===== src/design/rtm_node_mem.sv =====
// ---------------------------------------------------------------------------
// rtm_node_mem
// Per-node status store: route count, void flag and update flag.
// ---------------------------------------------------------------------------
module rtm_node_mem #(
  parameter int NW = 8,
  parameter int CW = 4
) (
  input  logic          clk,
  input  logic          wr_en,
  input  logic [NW-1:0] wr_addr,
  input  logic [CW+1:0] wr_data,
  input  logic [NW-1:0] rd_addr,
  output logic [CW+1:0] rd_data
);

  logic [CW+1:0] mem [2**NW];

  // Write and registered read
  always_ff @(posedge clk) begin
    if (wr_en) begin
      mem[wr_addr] <= wr_data;
    end
    rd_data <= mem[rd_addr];
  end

endmodule


===== config.mk =====
export PLATFORM = sky130hd
export DESIGN_NAME = rtm_node_mem
export DESIGN_NICKNAME = d
export VERILOG_FILES = /design/src/design/rtm_node_mem.sv
export SDC_FILE = /design/constraint.sdc
export NUM_CORES = 1
export LEC_CHECK = 0
export BUFFER_PORTS_ARGS = -buffer_cell sky130_fd_sc_hd__buf_2
export CAP_MARGIN = 0
export CORE_ASPECT_RATIO = 1.2
export CORE_UTILIZATION = 50
export DETAILED_ROUTE_END_ITERATION = 7
export PLACE_DENSITY = 0.65
export RECOVER_POWER = 100
export SLEW_MARGIN = 20
export SYNTH_ARGS = -nofsm -noshare
export SYNTH_HDL_FRONTEND = slang
export SYNTH_SLANG_ARGS = --single-unit

===== constraint.sdc =====
create_clock -name clk -period 6 [get_ports clk]
set_input_delay 0.9 -clock clk [delete_from_list [all_inputs] [get_ports clk]]
set_output_delay 0.9 -clock clk [all_outputs]
set_load 0.03 [all_outputs]

==> flow_metrics.tcl, run 1 <==
set metrics [dict create \
    cts_buffer_depth 3 \
    crit_type "in -> reg" \
    grt_start_max_net_pins 145 \
    floorplan.initialDensity_pct 50.6 \
    clk_pin_slew_ps 70 \
    top_level_ports 30 \
    synth_top_flop_cell "edfxtp_1" \
    hp-class "in -> reg" \
    post_cts_resized 0 \
    timing.final.crit_share_pct 79.2 \
    max_freq_ghz 0.211 \
    setup_viol 0 \
    arrival_ps 5460 \
    r2r_cells 5 \
    ys_warn_count 0 \
    whs_path_depth 1 \
    syn_to_final_growth_pct 10.5 \
    power_density_nw_per_um2 330 \
    syn_area_um2 60100 \
    crit_chain "clkbuf_1 > buf_4 > nor2b_1 > clkbuf_1 > a22oi_1 > nand3_1 > o21ai_0 > nor3_1 > a211o_1" \
    synth_edf_count 1536 \
    post_cts_buffers 0 \
    fp-row-count 138 \
    seqCellArea_um2 46200 \
    cts_sinks 1542 \
    viasPerCell 6.44 \
    remaining_drc_errors 0 \
    grt_pass1_wl_um 219000 \
    synthArstFlopShare_pct 0 \
    p_leak_nw 20.3 \
    grt_setup_unrepaired "false" \
    nets 3045 \
    cp_slowest_cell "clkbuf_1" \
    clockRootBuffer "clkbuf_16" \
    drv_cap 25 \
    synth-seq-cells 1542 \
    synth_nets 2988 \
    final_cells 4675 \
    place.gp.congestion 0.880 \
    io_buffers 29 \
    p_seq_share_pct 54.4 \
    start_kind "primary input" \
    path_buf_inv 3 \
    synth_area_leaders "edfxtp_1 (77%), mux4_2 (12%), nor2_1 (1.8%)" \
    clkPwrFrac_pct 40.8 \
    pwr-share-comb_pct 4.8 \
    p_switching_w 0.00461 \
    synth.distinct_cells 49 \
    end_kind "flop" \
    multi_input_area_um2 12900 \
    fin_crit_ps 4750 \
    slew_violations 1013 \
    grt_overflow_total 0 \
    drtIter0Drc 3753 \
    fill_cells 8593 \
    cp_max_fo 24 \
    wl_um 152000 \
    final_antenna_net_count 0 \
    post_route_cells_drive_above_1_share_pct 19.7 \
    yosys.area.top_type "edfxtp_1" \
    failed_checks "capacitance limit, slew limit" \
    cp.required_ps 6710 \
    cpPeakStageDelay_ps 1290 \
    die_h_um 382 \
    coreArea_um2 119000 \
    critical_path.top_delay_family "buffers and inverters" \
    cp_common_cell "clkbuf_1" \
    p_int_w 0.0173 \
    yosysTopAreaCellShare_pct 76.8 \
    grt_pass1_vias 30600 \
    crit_cells 9 \
    cts_tree "yes" \
    status "complete, but fails checks" \
    setup_tns_ps 0 \
    grt.total_usage_pct 25.3 \
    cts_buffers 143 \
    die_area_um2 122000 \
    finClkSkew_ps 26.7 \
    hold_buffers 0 \
    vdd_drop_max_mv 0.302 \
    wire_per_inst_um 32.4 \
    syn_inst 2964 \
    dp_hpwl_um 94100 \
    max-slew-margin-rel_pct -212 \
    die_x_um 318 \
    clock_latency_ps 780 \
    dp.cells 4416 \
    grt_antenna_before_repair 6 \
    htreeDepth 4 \
    num_vias 30100 \
    worstMarginPinSlew_ps 4680 \
    hold_viol_final 0 \
    firstDrtPassIters 5 \
    p_sw_share_pct 21.1 \
    synth_seq_area_share_pct 77.0 \
    syn_avg_cell_area_um2 20.3 \
]
## synthesized netlist by cell type, drive strengths merged (19+ instances only)
library cell / n
a21oi: 45
a22oi: 79
buf: 83
clkbuf: 96
edfxtp: 1536
mux2: 21
mux2i: 107
mux4: 331
nand2: 72
nand3: 46
nor2: 291
nor2b: 19
o21ai: 35
o221ai: 28
o22ai: 23
## logic make-up (layout without fill, tap and decap cells)
| kind of cell | Yosys count | count (layout) | synth area share, % |
|---|---|---|---|
| multiplexers | 459 | 459 | 14.6 |
| flip-flops | 1542 | 1542 | 77.0 |
| AND/OR/NAND/NOR | 498 | 498 | 3.58 |
| AO/OA/AOI/OAI | 281 | 281 | 3.30 |
| other | 0 | 1 | 0 |
| buffers and inverters | 184 | 354 | 1.56 |
## placed cells by master, fill, tap and decap left out, types with 5 or more instances in the layout
master      netlist  layout
a221oi_1         14      14
nor2_1          291     289
clkinvlp_4        0       5
dfxtp_1           6       6
edfxtp_1       1536    1536
o22ai_1          23      23
clkbuf_16         0     151
a22oi_1          79      79
o211ai_1          6       6
o21ai_0          34      34
nor4_1            9       9
a211oi_1         12      12
buf_4            28      34
buf_2            34      10
mux2_2           21      21
a32oi_1           8       8
clkinv_1          1      28
buf_12            0       9
mux2i_1         107     107
mux4_2          331     331
o221ai_1         28      28
and2_1           13      12
nand3_1          46      46
nand2_1          72      72
nand4_1           9       9
bufinv_16         0      10
nor2b_1          19      17
clkinv_2          0      20
nor3_1           16      16
a41oi_1           7       7
clkbuf_1         96      64
clkbuf_8          0       7
a21oi_1          45      45
## state kept, by name (all words and copies together), names as in the netlist
name     flops
mem       1536
rd_data      6
## per-layer routing
layer | GRT usage [%] | vias up | share of wire [%]
met1 | 33.9 | 15800 | 38
met2 | 41.8 | 1581 | 50
met3 | 4.40 | 276 | 8.6
met5 | 0 | - | 0.018
li1 | - | 12400 | -
met4 | 9.37 | 4 | 3.5
## worst reg2reg max path, stage by stage (launching register included)
cell	delay, ps
edfxtp_1	410
mux4_2	500
a32oi_1	310
a41oi_1	210
nor3_1	1000
o221ai_1	200
## area by class of cell
class | count | share of cell area, %
antenna | 1 | 0.00377
clock buffer | 187 | 5.93
clock inverter | 71 | 0.954
inverter | 5 | 0.0283
multi-input combinational | 1238 | 19.5
sequential | 1542 | 69.7
tap | 1540 | 2.90
timing repair buffer | 91 | 1.06
## stage by stage
| step | utilization [%] | cell area [um^2] | hold WS [ps] | power (W) | worst slack [ps] |
|---|---|---|---|---|---|
| global placement | 52.2 | 61900 | 872 | 0.0132 | 1560 |
| detailed placement | 52.2 | 61900 | 854 | 0.0132 | 1590 |
| CTS | 56.1 | 66500 | 813 | 0.0220 | 2380 |
| global route | 56.0 | 66400 | 810 | 0.0224 | 1210 |
| finish | 56.0 | 66400 | 742 | 0.0219 | 1250 |
| floorplan | - | 60100 | 730 | 0.0127 | 3050 |
## power by group through the flow
stage	sequential, W	combinational (W)	clock, W
finish	0.0119	0.00106	0.00893
floorplan	0.0121	0.000566	0
detailed placement	0.0121	0.00107	0
CTS	0.0119	0.00107	0.00902
global route	0.0119	0.00111	0.00938
global placement	0.0121	0.00104	0
## final timing paths
kind | to | start | slack [ps]
hold reg to reg | rd_data[5] | mem[95][5] | 860
setup / recovery | rd_data[4] | rd_addr[2] | 1250
hold / removal | mem[130][0] | wr_data[0] | 740
setup reg to reg | rd_data[3] | mem[183][3] | 3210
No activity file was read; power rests on OpenSTA's default activity.
==> run 2, diff against run 1 <==
==> constraint.sdc (replaced) <==
create_clock -name clk -period 4.63 [get_ports clk]
set_input_delay 0.6945 -clock clk [delete_from_list [all_inputs] [get_ports clk]]
set_output_delay 0.6945 -clock clk [all_outputs]
set_load 0.03 [all_outputs]
==> flow_metrics.tcl, run 2 (synthesized netlist as in run 1, its figures left out) <==
set metrics [dict create \
    cpPeakStageDelay_ps 1700 \
    clock_latency_ps 770 \
    critical_path.top_delay_family "buffers and inverters" \
    cp.required_ps 4920 \
    num_vias 30300 \
    arrival_ps 3970 \
    hold_buffers 0 \
    grt_overflow_total 0 \
    layout_commonest_cell "edfxtp_1" \
    failed_checks "capacitance limit, slew limit" \
    die_h_um 382 \
    post_cts_resized 0 \
    htreeDepth 4 \
    clk_pin_slew_ps 60 \
    r2r-start "mem[171][1]" \
    crit_chain "clkbuf_2 > clkbuf_1" \
    grt_pass1_vias 30500 \
    grt_antenna_before_repair 6 \
    fill_cells 8635 \
    largest_reg_flops 1536 \
    fin_crit_ps 3680 \
    cts_sinks 1542 \
    die_x_um 318 \
    viasPerCell 6.41 \
    cts_buffers 147 \
    post-place-ws_ps 913 \
    final_area_um2 66800 \
    hp-class "in -> reg" \
    top_level_ports 30 \
    syn_to_final_growth_pct 11.3 \
    hold_viol_final 0 \
    final.setup.worst_slack_ps 947 \
    die_area_um2 122000 \
    post_cts_buffers 0 \
    grt_start_max_net_pins 134 \
    drv_cap 22 \
    reg2reg_slack_ps 2010 \
    cp_slowest_cell "clkbuf_2" \
    end_kind "flop" \
    status "complete, but fails checks" \
    place.gp.congestion 0.849 \
    coreArea_um2 119000 \
    wl_um 151000 \
    holdCritStartpoint "wr_data[0]" \
    clockRootBuffer "clkbuf_16" \
    io_buffers 29 \
    worstMarginPinSlew_ps 2850 \
    cts_tree "yes" \
    nets 3087 \
    dp_hpwl_um 97300 \
    remaining_drc_errors 0 \
    fp-row-count 138 \
    floorplan.initialDensity_pct 50.6 \
    p_leak_nw 20.5 \
    grt_pass1_wl_um 217000 \
    start_kind "primary input" \
    whs_endpoint "mem[128][0]" \
    cp_max_fo 115 \
    grt_setup_unrepaired "false" \
    timing.final.crit_share_pct 79.5 \
    placed_area_um2 62200 \
    setup_tns_ps 0 \
    reg2reg_to "rd_data[1]" \
    top_register "mem" \
    finClkSkew_ps 27.6 \
    max_freq_ghz 0.272 \
    layout_common_cells "edfxtp_1 (1536), mux4_2 (331), nor2_1 (291)" \
    post_route_cells_drive_above_1_share_pct 20.7 \
    crit_type "in -> reg" \
    firstDrtPassIters 6 \
    cts_buffer_depth 3 \
    final_antenna_net_count 0 \
    r2r_cells 6 \
    power_density_nw_per_um2 429 \
    wire_per_inst_um 31.9 \
    setup_viol 0 \
    grt.total_usage_pct 25.1 \
    largest_registers "mem x1536, rd_data x6" \
    vdd_drop_max_mv 0.373 \
    finalPower_w 0.0287 \
    drtIter0Drc 3878 \
    path_buf_inv 2 \
    whs_path_depth 1 \
    max-slew-margin-rel_pct -90.3 \
    slew_violations 973 \
]
[run 2: layout make-up]
cell class	count	area, um^2	area share [%]
flip-flops and latches	1542	46200	69.2
clock buffers	186	3960	5.93
multi-input cells	1238	12900	19.3
repair buffers	129	1000	1.50
diodes	2	5.00	0.00749
inverters	5	18.8	0.0281
clock inverters	80	776	1.16
well taps	1540	1930	2.88
[run 2: how the worst max path moves through the flow]
| stage | start | slack (ps) | endpoint | cells past startpoint |
|---|---|---|---|---|
| 2_1_floorplan | rd_addr[0] | 1890 | rd_data[4] | 10 |
| 3_3_place_gp | rd_addr[0] | 910 | rd_data[2] | 8 |
| 3_5_place_dp | rd_addr[2] | 910 | rd_data[5] | 7 |
| 4_1_cts | rd_addr[2] | 1700 | rd_data[5] | 7 |
| 5_1_grt | wr_data[4] | 830 | mem[112][4] | 2 |
| 6_report | wr_data[4] | 950 | mem[123][4] | 2 |
[run 2: stage by stage]
stage	util [%]	cells	hold WS, ps
global placement	52.5	4454	961
floorplan	-	2964	730
CTS	56.5	4720	526
detailed placement	52.5	4454	970
global route	56.3	4721	559
finish	56.4	4722	550
[run 2: routing by layer]
layer	wire [um]	vias to the layer above	global-route usage (%)	share of wire, %
met3	13600	280	4.65	9.0
met5	14	-	0	0.0093
met4	5300	2	9.39	3.5
met1	58800	16000	34.7	39
li1	-	12500	-	-
met2	73000	1536	40.0	48
[run 2: report_power, final]
group          internal, W  switching [W]
Sequential          0.0154      0.0000275
Clock              0.00681        0.00507
Combinational     0.000457       0.000940
[run 2: worst reg2reg max path, stage by stage, from the launching register on]
cell and delay [ps]:
edfxtp_1 360, mux4_2 470, a22oi_1 260, a21oi_1 130, nor4_1 910, a41o_1 210
o221ai_1 120
